==> src/rtl/assert_macros.svh <==
// Assertion macros shared by the breadth-first search block.
// Depends on clk and rst being visible in the module that uses them.
`ifndef ASSERT_MACROS_SVH
`define ASSERT_MACROS_SVH

// Same-cycle implication, checked on every rising edge outside reset.
`define ASSERT_IMPLIES(label, ante, cons, msg) \
  label: assert property (@(posedge clk) disable iff (rst) (ante) |-> (cons)) \
    else $error(msg);

// Next-cycle implication, checked on every rising edge outside reset.
`define ASSERT_NEXT(label, ante, cons, msg) \
  label: assert property (@(posedge clk) disable iff (rst) (ante) |=> (cons)) \
    else $error(msg);

`endif

==> src/rtl/bfso_pkg.sv <==
// Shared types, codes and helper functions for the breadth-first search block.
// No dependencies; imported by the controller, the datapath and the top level.
package bfso_pkg;

  localparam int MASK_W = 16;
  localparam int NODE_W = 4;
  localparam int COUNT_W = 5;

  // Command codes on the cmd input
  localparam logic CMD_LOAD = 1'b0;
  localparam logic CMD_RUN  = 1'b1;

  typedef enum logic [1:0] {
    ST_IDLE,
    ST_FETCH,
    ST_ROW,
    ST_SCAN
  } state_t;

  // Controller to datapath commands
  typedef struct packed {
    logic load_row;
    logic emit_empty;
    logic run_init;
    logic fetch;
    logic read_row;
    logic enqueue;
    logic emit_node;
  } ctrl_t;

  // Datapath to controller status
  typedef struct packed {
    logic run_bad;
    logic pend_any;
    logic queue_empty;
  } status_t;

  // Mask with bits below n set
  function automatic logic [MASK_W-1:0] limit_mask(input logic [COUNT_W-1:0] n);
    logic [MASK_W-1:0] m;
    for (int i = 0; i < MASK_W; i++) begin
      m[i] = (COUNT_W'(i) < n);
    end
    return m;
  endfunction

  // Index of the lowest set bit, zero when none
  function automatic logic [NODE_W-1:0] lowest_set(input logic [MASK_W-1:0] m);
    logic [NODE_W-1:0] idx;
    idx = '0;
    for (int i = MASK_W - 1; i >= 0; i--) begin
      if (m[i]) idx = NODE_W'(i);
    end
    return idx;
  endfunction

endpackage

==> src/rtl/bfs_order_with_neighbors_top.sv <==
// Top level of the breadth-first search block over adjacency bit rows.
// Depends on bfso_pkg, bfso_ctrl, bfso_datapath and assert_macros.svh.
//
//  channel  | handshake             | payload
//  ---------+-----------------------+----------------------------------------
//  item in  | start & !busy         | cmd, row_index, row_bits, start_node
//  result   | valid (one cycle)     | node, neighbor_mask, found, last
//  config   | cfg_write             | cfg_data (node_count)
//
// A load item leaves busy low; a not-found run shows its single result in the
// cycle after acceptance.
// A valid run has a setup step, then per reached node a queue read, a row read,
// one scan step per neighbor enqueued and then the result.
// busy rises the cycle after a run is accepted and falls as its last result shows.
// Reset (rst, synchronous) clears node count, state and strobe; no result stalls.
`include "assert_macros.svh"

module bfs_order_with_neighbors_top #(
  parameter int MAX_NODES = 16
) (
  input  logic                           clk,
  input  logic                           rst,
  input  logic                           start,
  output logic                           busy,
  input  logic                           cmd,
  input  logic [bfso_pkg::NODE_W-1:0]    row_index,
  input  logic [bfso_pkg::MASK_W-1:0]    row_bits,
  input  logic [5:0]                     start_node,
  input  logic                           cfg_write,
  input  logic [bfso_pkg::COUNT_W-1:0]   cfg_data,
  output logic                           valid,
  output logic [bfso_pkg::NODE_W-1:0]    node,
  output logic [bfso_pkg::MASK_W-1:0]    neighbor_mask,
  output logic                           found,
  output logic                           last
);
  import bfso_pkg::*;

  ctrl_t   cmds;
  status_t sts;

  // Sequence one item at a time: load, reject, or walk the visit queue
  bfso_ctrl u_ctrl (
    .clk   (clk),
    .rst   (rst),
    .start (start),
    .cmd   (cmd),
    .sts   (sts),
    .cmds  (cmds),
    .busy  (busy)
  );

  // Hold rows, queue, visited mask and the result registers
  bfso_datapath #(
    .MAX_NODES (MAX_NODES)
  ) u_dp (
    .clk           (clk),
    .rst           (rst),
    .cmds          (cmds),
    .sts           (sts),
    .row_index     (row_index),
    .row_bits      (row_bits),
    .start_node    (start_node),
    .cfg_write     (cfg_write),
    .cfg_data      (cfg_data),
    .valid         (valid),
    .node          (node),
    .neighbor_mask (neighbor_mask),
    .found         (found),
    .last          (last)
  );

  // After the final result of a traversal only a not-found item can follow at once
  `ASSERT_NEXT(a_last_gap, valid && last, !valid || !found,
               "found item right after the final item of a run")

endmodule

==> src/rtl/bfso_ctrl.sv <==
// Controller state machine for the breadth-first search block.
// Depends on bfso_pkg and assert_macros.svh; drives the datapath commands.
`include "assert_macros.svh"

module bfso_ctrl (
  input  logic              clk,
  input  logic              rst,
  input  logic              start,
  input  logic              cmd,
  input  bfso_pkg::status_t sts,
  output bfso_pkg::ctrl_t   cmds,
  output logic              busy
);
  import bfso_pkg::*;

  state_t state;
  state_t state_next;

  always_ff @(posedge clk) begin
    if (rst) begin
      state <= ST_IDLE;
    end else begin
      state <= state_next;
    end
  end

  always_comb begin
    state_next = state;
    cmds = '0;
    unique case (state)
      ST_IDLE: begin
        if (start) begin
          if (cmd == CMD_LOAD) begin
            cmds.load_row = 1'b1;
          end else if (sts.run_bad) begin
            cmds.emit_empty = 1'b1;
          end else begin
            cmds.run_init = 1'b1;
            state_next = ST_FETCH;
          end
        end
      end
      ST_FETCH: begin
        cmds.fetch = 1'b1;
        state_next = ST_ROW;
      end
      ST_ROW: begin
        cmds.read_row = 1'b1;
        state_next = ST_SCAN;
      end
      ST_SCAN: begin
        if (sts.pend_any) begin
          cmds.enqueue = 1'b1;
        end else begin
          cmds.emit_node = 1'b1;
          state_next = sts.queue_empty ? ST_IDLE : ST_FETCH;
        end
      end
      default: begin
        state_next = ST_IDLE;
      end
    endcase
  end

  assign busy = (state != ST_IDLE);

  `ASSERT_IMPLIES(a_run_entry, $rose(busy), $past(start) && ($past(cmd) == CMD_RUN),
                  "run started without an accepted run item")
  `ASSERT_IMPLIES(a_no_issue_busy, busy, !cmds.load_row && !cmds.emit_empty && !cmds.run_init,
                  "item command issued while busy")

endmodule

==> src/rtl/bfso_datapath.sv <==
// Datapath of the breadth-first search block: row memory, visit queue,
// visited mask and result registers. Depends on bfso_pkg and assert_macros.svh.
`include "assert_macros.svh"

module bfso_datapath #(
  parameter int MAX_NODES = 16
) (
  input  logic                           clk,
  input  logic                           rst,
  input  bfso_pkg::ctrl_t                cmds,
  output bfso_pkg::status_t              sts,
  input  logic [bfso_pkg::NODE_W-1:0]    row_index,
  input  logic [bfso_pkg::MASK_W-1:0]    row_bits,
  input  logic [5:0]                     start_node,
  input  logic                           cfg_write,
  input  logic [bfso_pkg::COUNT_W-1:0]   cfg_data,
  output logic                           valid,
  output logic [bfso_pkg::NODE_W-1:0]    node,
  output logic [bfso_pkg::MASK_W-1:0]    neighbor_mask,
  output logic                           found,
  output logic                           last
);
  import bfso_pkg::*;

  // Usable node count: limited by the mask width and by the storage depth
  localparam int DEPTH = (MAX_NODES < MASK_W) ? MAX_NODES : MASK_W;
  localparam int IDX_W = $clog2(DEPTH);
  localparam int PTR_W = $clog2(DEPTH + 1);

  logic [COUNT_W-1:0] node_count;
  logic [MASK_W-1:0]  rows [DEPTH];
  logic [NODE_W-1:0]  queue [DEPTH];
  logic [PTR_W-1:0]   head;
  logic [PTR_W-1:0]   tail;
  logic [MASK_W-1:0]  visited;
  logic [NODE_W-1:0]  qdata;
  logic [MASK_W-1:0]  rowdata;

  logic [COUNT_W-1:0] n_act;
  logic [MASK_W-1:0]  limit;
  logic [MASK_W-1:0]  pend;
  logic [NODE_W-1:0]  pick;

  assign n_act = (int'(node_count) > DEPTH) ? COUNT_W'(DEPTH) : node_count;
  assign limit = limit_mask(n_act);
  assign pend  = rowdata & limit & ~visited;
  assign pick  = lowest_set(pend);

  assign sts.run_bad     = (n_act == '0) || (start_node >= {1'b0, n_act});
  assign sts.pend_any    = (pend != '0);
  assign sts.queue_empty = (head == tail);

  always_ff @(posedge clk) begin
    if (rst) begin
      node_count <= '0;
    end else if (cfg_write) begin
      node_count <= cfg_data;
    end
  end

  // Row memory: write on load, registered read at the fetched node
  always_ff @(posedge clk) begin
    if (cmds.load_row && (int'(row_index) < MAX_NODES)) begin
      rows[row_index[IDX_W-1:0]] <= row_bits;
    end
    if (cmds.read_row) begin
      rowdata <= rows[qdata[IDX_W-1:0]];
    end
  end

  // Visit queue: one write port, registered read at the head
  always_ff @(posedge clk) begin
    if (cmds.run_init) begin
      queue[0] <= start_node[NODE_W-1:0];
    end else if (cmds.enqueue) begin
      queue[tail[IDX_W-1:0]] <= pick;
    end
    if (cmds.fetch) begin
      qdata <= queue[head[IDX_W-1:0]];
    end
  end

  always_ff @(posedge clk) begin
    if (cmds.run_init) begin
      head    <= '0;
      tail    <= PTR_W'(1);
      visited <= MASK_W'(1) << start_node[NODE_W-1:0];
    end else begin
      if (cmds.fetch) begin
        head <= head + PTR_W'(1);
      end
      if (cmds.enqueue) begin
        tail    <= tail + PTR_W'(1);
        visited <= visited | (MASK_W'(1) << pick);
      end
    end
  end

  always_ff @(posedge clk) begin
    if (rst) begin
      valid <= 1'b0;
    end else begin
      valid <= cmds.emit_node || cmds.emit_empty;
    end
  end

  always_ff @(posedge clk) begin
    if (cmds.emit_empty) begin
      node          <= '0;
      neighbor_mask <= '0;
      found         <= 1'b0;
      last          <= 1'b1;
    end else if (cmds.emit_node) begin
      node          <= qdata;
      neighbor_mask <= rowdata & limit;
      found         <= 1'b1;
      last          <= (head == tail);
    end
  end

  `ASSERT_IMPLIES(a_queue_room, cmds.enqueue, int'(tail) < DEPTH,
                  "enqueue with a full visit queue")
  `ASSERT_IMPLIES(a_empty_result, valid && !found, last && (node == '0) && (neighbor_mask == '0),
                  "not-found item with nonzero fields")

endmodule
==> config.mk <==
export PLATFORM = sky130hd
export DESIGN_NAME = bfs_order_with_neighbors_top
export DESIGN_NICKNAME = d
export VERILOG_FILES = /design/src/rtl/bfso_pkg.sv /design/src/rtl/bfs_order_with_neighbors_top.sv /design/src/rtl/bfso_ctrl.sv /design/src/rtl/bfso_datapath.sv
export VERILOG_INCLUDE_DIRS = /design/src /design/src/rtl
export SDC_FILE = /design/constraint.sdc
export NUM_CORES = 1
export LEC_CHECK = 0
export BUFFER_PORTS_ARGS = -buffer_cell sky130_fd_sc_hd__buf_2
export CORE_MARGIN = 2
export CORE_UTILIZATION = 50
export DETAILED_ROUTE_END_ITERATION = 6
export PLACE_DENSITY = 0.68
export SLEW_MARGIN = 0
export SYNTH_ARGS = -nofsm -noshare
export SYNTH_HDL_FRONTEND = slang
export SYNTH_SLANG_ARGS = --single-unit
==> constraint.sdc <==
create_clock -name clk -period 2.8 [get_ports clk]
set_clock_uncertainty 0.05 [all_clocks]
set_input_delay 0.56 -clock clk [delete_from_list [all_inputs] [get_ports clk]]
set_output_delay 0.56 -clock clk [all_outputs]
set_load 0.05 [all_outputs]
## Word-level counts from Yosys, hierarchy flattened

Memory sizes are Yosys's and may differ from the RTL's. A register that Yosys moved wholly into a read port is not among the register bits.
Index checks and enable logic that the tools add are counted.

| operators by class | value |
|---|---|
| add/subtract/negate cells | 2 |
| magnitude comparators | 18 |
| eq/ne operators | 8 |
| shift-type cells | 2 |
| mux-type cells | 46 |
| bitwise logic cells | 4 |
| reductions and logical operators | 9 |

Operators by type and width:

| cell | count |
|---|---|
| $mux W4 | 18 |
| $lt A4 B5 Y1 const A | 8 |
| $and A16 B16 Y16 | 2 |
| $mux W16 | 2 |
| $shl A1 B4 Y16 const A | 2 |
| $lt A3 B5 Y1 const A | 4 |
| $mux W1 | 16 |
| $not A16 Y16 | 1 |
| $or A16 B16 Y16 | 1 |
| $reduce_bool A16 Y1 | 1 |
| $mux W2 | 6 |
| $add A5 B1 Y5 const B | 2 |
| $lt A1 B5 Y1 const A | 2 |
| $lt A2 B5 Y1 const A | 2 |
| $ne A2 B2 Y1 const B | 4 |
| $pmux W2 S4 | 1 |
| $ge A6 B5 Y1 | 1 |
| $mux W3 | 2 |
| $eq A5 B5 Y1 | 1 |
| $gt A5 B5 Y1 const B | 1 |
| $logic_not A5 Y1 | 1 |
| $mux W5 | 1 |
| $eq A2 B2 Y1 const B | 2 |
| $reduce_and A4 Y1 | 1 |
| other kinds (5) | 7 |

| word-level totals | value |
|---|---|
| register bits | 56 |
| bits in writable memories | 320 |
| input port bits | 36 |
| memories kept | 2 |

Memory list:

| memory | words | width | rd ports | clocked after memory_dff | wr ports | line | source |
|---|---|---|---|---|---|---|---|
| u_dp.rows | 16 | 16 | 1 | 1 | 1 | bfso_datapath.sv:31 | `logic [MASK_W-1:0] rows [DEPTH];` |
| u_dp.queue | 16 | 4 | 1 | 1 | 1 | bfso_datapath.sv:32 | `logic [NODE_W-1:0] queue [DEPTH];` |

## Logic depth before layout (Yosys ltp)

Gate-level depths: netlist of the first run.

| logic depth | value |
|---|---|
| depth after elaboration | 25 |
| depth in mapped cells | 12 |

## Modules after synthesis

Synthesis of the first run repeated with hierarchy kept, for this count alone.

| second synthesis, totals | value |
|---|---|
| cell total of the unflattened synthesis | 899 |
| area, all modules | 16220.6 sq um |

Modules (own cells, without submodules):

| module | instances | cells an instance | area an instance (sq um) |
|---|---|---|---|
| bfso_datapath | 1 | 873 | 15995.3 |
| bfso_ctrl | 1 | 26 | 225.2 |

## Least setup slack after synthesis of the first run

No wires, ideal clock.

| path | value |
|---|---|
| path type | register to register |
| start point | reg u_dp.node_count[4] |
| end point | mem u_dp.queue[0][2] (data pin) |
| library setup time | 0.302 ns |
| data arrival time | 2.680 ns |
| data required time | 2.448 ns |
| path slack | -0.232 ns |
| stages on the path, launching flop included | 12 |
| path buffers | 4 |
| cells stage by stage | dfxtp_1 buf_2 buf_2 nor2b_1 ha_1 nand2b_1 a211oi_1 o21bai_1 a21bo_2 clkbuf_1 buf_2 a31oi_1 |

| between the ends | value |
|---|---|
| cells in the longest elaborated chain, start to end | 22 |
| elaborated cells on any way between the ends | 51 |

Ends and longest elaborated chain:

| what | line | source |
|---|---|---|
| start, declared | bfso_datapath.sv:30 | `logic [COUNT_W-1:0] node_count;` |
| start signal, assigned | bfso_datapath.sv:57 | `node_count <= cfg_data;` |
| $gt A5 B5 Y1 | bfso_datapath.sv:44 | `assign n_act = (int'(node_count) > DEPTH) ? COUNT_W'(DEPTH) : node_count;` |
| $mux W5 * | bfso_datapath.sv:44 |  |
| $lt A4 B5 Y1 | bfso_pkg.sv:42 | `m[i] = (COUNT_W'(i) < n);` |
| $and A16 B16 Y16 (2 in series) | bfso_datapath.sv:46 | `assign pend = rowdata & limit & ~visited;` |
| $mux W4 (16 in series) | bfso_pkg.sv:52 | `if (m[i]) idx = NODE_W'(i);` |
| $mux W4 (no line) * | n/a |  |
| end, declared | bfso_datapath.sv:32 |  |

Every way passes the cells marked *; elsewhere a longest branch is shown, timed or not.

## Worst setup path in the final report of the first run

| path | value |
|---|---|
| start point | reg u_dp.node_count[3] |
| end point | mem u_dp.queue[15][0] (enable) |

| between the ends | value |
|---|---|
| cells in the longest elaborated chain, start to end | 13 |
| elaborated cells on any way between the ends | 38 |

Ends and longest elaborated chain:

| what | line | source |
|---|---|---|
| $gt A5 B5 Y1 | bfso_datapath.sv:44 |  |
| $mux W5 * | bfso_datapath.sv:44 |  |
| $lt A1 B5 Y1 (tied with other cells) | bfso_pkg.sv:42 |  |
| $and A16 B16 Y16 (2 in series) | bfso_datapath.sv:46 |  |
| $reduce_bool A16 Y1 | bfso_datapath.sv:50 | `assign sts.pend_any = (pend != '0);` |
| $mux W1 | bfso_ctrl.sv:52 | `if (sts.pend_any) begin` |
| $mux W2 | bfso_ctrl.sv:30 | `unique case (state)` |
| $mux W1 | bfso_datapath.sv:75 | `end else if (cmds.enqueue) begin` |
| $mux W1 | bfso_datapath.sv:73 | `if (cmds.run_init) begin` |
| $mux W1 (not written as such) | bfso_datapath.sv:76 | `queue[tail[IDX_W-1:0]] <= pick;` |
| $reduce_or A4 Y1 (no line) | n/a |  |
| $mux W4 (no line) or $mux W1 (tied branches) | n/a |  |

Marks and branches as above.

==> summary.md, run 1 <==
| Metric | Value |
|---|---|
| Status | finished clean |
| Worst hold path type | input port to register |
| Endpoints failing setup | 0 |
| Final std cells w/o fill | 1,547 |
| Worst Tran Pin Value | 810 ps |
| RSZ-0062 raised after global routing | true |
| Total grt overflow | 0 |
| Multi-input logic area | ~4600 um^2 |
| Critical Path RT | 2920 ps |
| Post-synthesis net count | around 950 |
| Cell Area, Synth | between 15,000 and 20,000 um^2 |
| Pin count of the biggest net entering global routing | 25 |
| Layout area overhead | 18.5% |
| Final Hold Fails | 0 |
| CTS H-tree depth | 2 |
| DR pass1 iterations | 5 |
| R2R Setup Slk | 60 ps |
| Crit share post-route | 97.8% |
| Seq/Total Area, Yosys | 70.6% |
| GRT Total Usage | 22.4% |
| Ys async rst share | 0% |
| Max_cap viols | 0 |
| FF+latch area | 11,500 um^2 |
| Depth of the most critical reg-to-reg path | 7 |
| Placement Cell Area | 18,000 um^2 |
| Leakage | 6.49 nW |
| EDFF count, synth | 356 |
| Die Height | 184 um |
| Critical path endpoint category | register |
| IO Pins | 60 |
| Fmax | 365 MHz |
| Via/cell ratio | 5.86 |
| Core area | 32,300 um^2 |
| Fillers | 2,387 |
| Reg2reg end | u_dp.queue[15][0] |
| Syn_area_per_cell | approximately 18 um^2 |
| Final core occ | 59.7% |
| Share of layout cells above drive strength 1 | around a third |
| Port buffer count | 59 |
| # hold bufs at CTS | 0 |
| Hold WS | 237 ps |
| Kind of critical path | register to register |
| Diodes inserted | 0 |
| CTS Sinks | slightly below 400 |
| First-pass GRT wire length | 55,700 um |
| Worst Setup EP | u_dp.queue[15][0] |
| CTS tree | done |
| Die Width | 184 um |
| Crit path DAT | between 2000 and 3000 ps |
| Wire per inst | 24.1 um |
| Commonest non-fill, non-tap cells in the layout | 356 x edfxtp_1, 110 x buf_4, 100 x mux4_2 |
| Number of antenna violations at the first check in global routing | 2 |
| Crit path time final | about 2700 ps |
| Setup WS pre-CTS | -483 ps |
| Final worst slack | 61.2 ps |
| Setup TNS | 0 ps |
| Nets | 1,124 |
| Slew Viols, Final | 0 |
| Worst setup startpoint | u_dp.node_count[3] |
| DIE AREA | 34,000 um^2 |
| CTS Buffer Depth | 3 |
| CP startpoint kind | register |
| Row count | 66 |
| Yosys cell types | 72 |
| DRT iter0 DRCs | roughly 720 |
| DRC violations left | 0 |
| CP max FO | 5 |
| R2R Path Start | u_dp.node_count[3] |
| Dpl cells | 1,474 |
| Most common cell after layout, fill and taps aside | edfxtp_1 |
| P per Cell Area | a little over 800 nW/um^2 |
| Vias in the first global route | 9,137 |
| Post-DRT Antenna Nets | 0 |
| Total power | 15.5 mW |
| Finished Cell Area | 19,300 um^2 |
| Synth Register Bits | 396 |
| Worst skew pair latency | 550 ps |
| Rel. slew slack | a little under half |
| Main synth FF type | edfxtp_1 |
| Num CTS Buffers | 40 |
| DR vias | 9,064 |
| Placer Congestion | between 0.8 and 0.9 |
| Yosys warning count | 0 |
| Syn Inst Count | 903 |
| Worst vdd ir | 0.622 mV |
| Root Buffer | clkbuf_16 |
| Drt total wl | 37,200 um |
| Clock slew at reported path FFs | 60 ps |
| Post-DP HPWL | 24,600 um |
| Starting Density | between 50% and 60% |
[sequential cells by signal, summed over array words and instances (netlist names), 5 cells and up]
name                cells
u_dp.queue             64
u_dp.visited           16
u_dp.node_count         5
u_dp.rows             256
u_dp.neighbor_mask     16
u_dp.rowdata           16
u_dp.head               5
u_dp.tail               5
[cells by family (layout without fill, tap and decap cells)]
| kind of cell | after synthesis | in the layout | share of synthesized area (%) |
|---|---|---|---|
| AO/OA/AOI/OAI | 105 | 105 | 4.87 |
| XOR/XNOR | 12 | 12 | 0.646 |
| adder cells (fa/ha/maj) | 12 | 12 | 0.922 |
| buffers and inverters | 60 | 262 | 1.57 |
| flip-flops | 396 | 396 | 70.6 |
| multiplexers | 120 | 120 | 15.1 |
| AND/OR/NAND/NOR | 198 | 198 | 6.33 |
[critical path: stages (launching register included)]
cell	delay [ps]
dfxtp_2	340
buf_4	150
or4_4	430
nor2_1	210
nor4_1	90
a21bo_2	290
o211ai_4	150
nor3_1	670
[cells in the mapped netlist, types with 4 or more instances]
library cell / count / area share, %
mux4_2: 100 / 14
inv_1: 10 / 0.23
nand3b_1: 4 / 0.18
nor4_1: 7 / 0.27
nor2_1: 70 / 1.6
buf_4: 5 / 0.23
nor2b_1: 14 / 0.54
nand4_1: 4 / 0.15
a31oi_1: 10 / 0.38
o211ai_1: 6 / 0.28
nand3_1: 16 / 0.49
o22ai_1: 9 / 0.35
ha_1: 12 / 0.92
a21oi_1: 20 / 0.61
buf_1: 10 / 0.23
edfxtp_1: 356 / 66
mux2i_1: 20 / 1.2
buf_2: 9 / 0.28
xor2_1: 9 / 0.48
nand2b_1: 12 / 0.46
dfxtp_1: 40 / 4.9
o21ai_0: 16 / 0.49
nor3_1: 18 / 0.55
clkbuf_1: 26 / 0.60
nand2_1: 28 / 0.65
[report_power, final]
part | internal (mW) | leakage [nW] | switching (mW) | total, mW
clock | 2.77 | 0.597 | 2.18 | 4.95
combinational | 1.78 | 2.36 | 1.80 | 3.58
sequential | 6.76 | 3.53 | 0.248 | 7.00
total | 11.3 | 6.49 | 4.23 | 15.5
[what timing repair did]
action / 4_1_cts / 5_1_grt
gates resized for setup: 7 / 12
pin swaps: 1 / 2
setup buffers: 2 / 0
endpoints found under the hold margin: 0 / 0
setup endpoints to repair: 99 / 136
[final cells by class]
cell class / instances / area share (%)
Multi-Input combinational cell: 447 / 24.1
Clock buffer: 56 / 5.71
Tap cell: 442 / 2.87
Timing Repair Buffer: 181 / 6.92
Inverter: 10 / 0.195
Sequential cell: 396 / 59.6
Clock inverter: 15 / 0.616
[how the worst min path moves through the flow]
stage	startpoint	endpoint	slack, ps	depth (start not counted)
2_1_floorplan	u_dp.tail[4]	u_dp.tail[4]	450	2
3_3_place_gp	u_dp.found	u_dp.found	400	2
3_5_place_dp	u_dp.neighbor_mask[0]	u_dp.neighbor_mask[0]	410	2
4_1_cts	cfg_data[1]	u_dp.node_count[1]	220	3
5_1_grt	cfg_data[0]	u_dp.node_count[0]	240	3
6_report	cfg_data[1]	u_dp.node_count[1]	240	3
[metal layers]
layer	routed length (um)	GRT usage [%]	part of all wire, %	up-vias
met5	27	0	0.073	-
met4	819	6.11	2.2	4
met3	2210	4.27	5.9	67
met2	18500	36.9	50	344
met1	15600	30.8	42	4645
li1	-	-	-	4004
(Power assumes the default switching activity.)
==> run 2: changes to the inputs <==
Settings changed: ABC_AREA set to 1.
==> summary.md, run 2 <==
| Metric | Value |
|---|---|
| Status | finished clean |
| Post-DP HPWL | 24,900 um |
| Fmax | 371 MHz |
| Synth area leader | edfxtp_1 |
| Fillers | 2,658 |
| Share of layout cells above drive strength 1 | approximately 20% |
| Port buffer count | 59 |
| GRT Total Usage | a little over a fifth |
| Die Height | 188 um |
| Sw Ratio | 29.2% |
| Sw Pwr | between 4 and 5 mW |
| Endpoints failing setup | 0 |
| CTS Sinks | 396 |
| IO Pins | 60 |
| CP startpoint kind | register |
| Nets | 1,561 |
| Leakage | 7.56 nW |
| Syn Inst Count | 1,380 |
| Flop pwr share | 44.3% |
| Worst vdd ir | 0.759 mV |
| Hold WS | ~230 ps |
| Number of antenna violations at the first check in global routing | 4 |
| Yosys warning count | 0 |
| DRT iter0 DRCs | 974 |
| CTS tree | done |
| Worst skew pair latency | between 500 and 600 ps |
| Top area cells in the synthesized netlist | edfxtp_1 63%, dfxtp_1 4.8%, mux2i_1 4.8%, o211ai_1 3.6%, o21ai_0 3.5% |
| Post-synthesis net count | 1,428 |
| CTS Buffer Depth | 3 |
| P per Cell Area | roughly 800 nW/um^2 |
| Num CTS Buffers | 41 |
| Total grt overflow | 0 |
| Starting Density | 50.5% |
| Worst Tran Pin Value | 955 ps |
| Via/cell ratio | 5.46 |
| DR vias | ~11,000 |
| Crit path DAT | about 3000 ps |
| Total power | 15.9 mW |
| EDFF count, synth | 356 |
| Post-DRT Antenna Nets | 0 |
| DRC violations left | 0 |
| First-pass GRT wire length | 59,200 um |
| Critical path endpoint category | register |
| Cell Area, Synth | 16,800 um^2 |
| Placer Congestion | 0.877 |
| Final worst slack | approximately 100 ps |
| CP max FO | 6 |
| Syn_area_per_cell | 12.2 um^2 |
| Seq/Total Area, Yosys | roughly two thirds |
| Row count | 67 |
| Die Width | between 150 and 200 um |
| Most common cell after layout, fill and taps aside | edfxtp_1 |
| Setup WS pre-CTS | -121 ps |
| Internal power | 11.3 mW |
| Worst hold path type | input port to register |
| DR pass1 iterations | 5 |
| Top cells by count, synth | 356 x edfxtp_1, 142 x nand2_1, 137 x inv_1 |
| Slew Viols, Final | 0 |
| Vias in the first global route | 10,700 |
| Logic pwr share | 20.4% |
| Ys async rst share | 0% |
| Rel. slew slack | 36.3% |
| Critical Path RT | 3070 ps |
| Pin count of the biggest net entering global routing | 75 |
| Kind of critical path | register to register |
| Max_cap viols | 0 |
| Core area | between 30,000 and 40,000 um^2 |
| Largest register FFs | roughly 260 |
| Final Hold Fails | 0 |
| DIE AREA | 35,200 um^2 |
| CTS H-tree depth | 2 |
| Synth top area share | roughly 63% |
| Yosys cell types | 48 |
| Main synth FF type | edfxtp_1 |
| # hold bufs at CTS | 0 |
| Synth Register Bits | a little under 400 |
| Crit path time final | 2700 ps |
| Layout area overhead | 18.3% |
| Wire per inst | roughly 19 um |
| Setup TNS | 0 ps |
| Clock share of power | between 30% and 40% |
| Drt total wl | 38,100 um |
| Commonest non-fill, non-tap cells in the layout | 356 x edfxtp_1, 141 x nand2_1, 136 x inv_1 |
| Clock slew at reported path FFs | about 60 ps |
| Root Buffer | clkbuf_16 |
| Most common cell in the netlist | edfxtp_1 |
| Crit share post-route | 96.3% |
[run 2: final timing paths]
kind	start	to	slack, ps	cells past startpoint
worst min register to register	u_dp.found	u_dp.found	410	1
worst min-delay path	cfg_data[3]	u_dp.node_count[3]	230	3
worst max-delay path	u_dp.node_count[4]	u_dp.queue[4][2]	100	15
worst max register to register	u_dp.node_count[4]	u_dp.queue[4][2]	100	15
[run 2: repair_timing]
action / in CTS / in global routing
gates resized for setup: 3 / 28
setup endpoints to repair: 32 / 156
pin swaps: 0 / 7
buffers inserted: 0 / 2
[run 2: layout make-up]
class / count / area, um^2 / share of cell area (%)
clock buffer: 49 / 1090 / 5.45
inverter: 155 / 591 / 2.96
antenna: 1 / 2.50 / 0.0126
tap: 448 / 561 / 2.81
timing repair buffer: 158 / 1260 / 6.31
clock inverter: 25 / 317 / 1.59
sequential: 396 / 11500 / 57.7
multi-input combinational: 761 / 4620 / 23.2
[run 2: metrics by stage]
stage / utilization (%) / cell area, um^2 / std cells
after floorplan: - / 16900 / 1380
after global placement: 55.2 / 18400 / 1916
after detailed placement: 55.2 / 18400 / 1916
after CTS: 59.5 / 19800 / 1990
after global routing: 59.7 / 19900 / 1992
final: 59.8 / 19900 / 1993
[run 2: per-layer routing]
layer  share of wire, %  wire (um)  GRT usage (%)  vias to the layer above
met5              0.081         31              0                        -
met3                5.6       2140           3.22                       60
met4                1.9        729           5.60                        4
li1                   -          -              -                     5227
met2                 49      18500           36.8                      333
met1                 44      16600           29.8                     5254
[run 2: worst max-delay path, cell delays in order, from the launching register on]
cell and delay [ps]:
dfxtp_2 340, inv_4 90, nand2_1 130, ha_1 300
inv_1 50, a21oi_1 40, o21a_1 160, o21a_1 170
o21ai_2 130, nand3_2 130, nor3_4 260, nor2_4 80
buf_4 130, nand3_1 160, nor2_1 90, buf_4 160
[run 2: kinds of logic after synthesis]
logic type               after synthesis  synth area share [%]
AND/OR/NAND/NOR                      318                  8.90
buffers and inverters                223                  5.10
flip-flops                           396                  68.2
AO/OA/AOI/OAI                        345                  11.8
XOR/XNOR                               6                 0.312
adder cells (fa/ha/maj)               12                 0.891
multiplexers                          80                  4.75
[run 2: power by group through the flow]
stage                     sequential (mW)  clock (mW)  combinational, mW
after floorplan                      7.03           0               2.26
after global placement               7.16           0               3.17
after detailed placement             7.17           0               3.22
after CTS                            7.05        5.68               3.24
after global routing                 7.09        5.92               3.59
final                                7.05        5.61               3.25
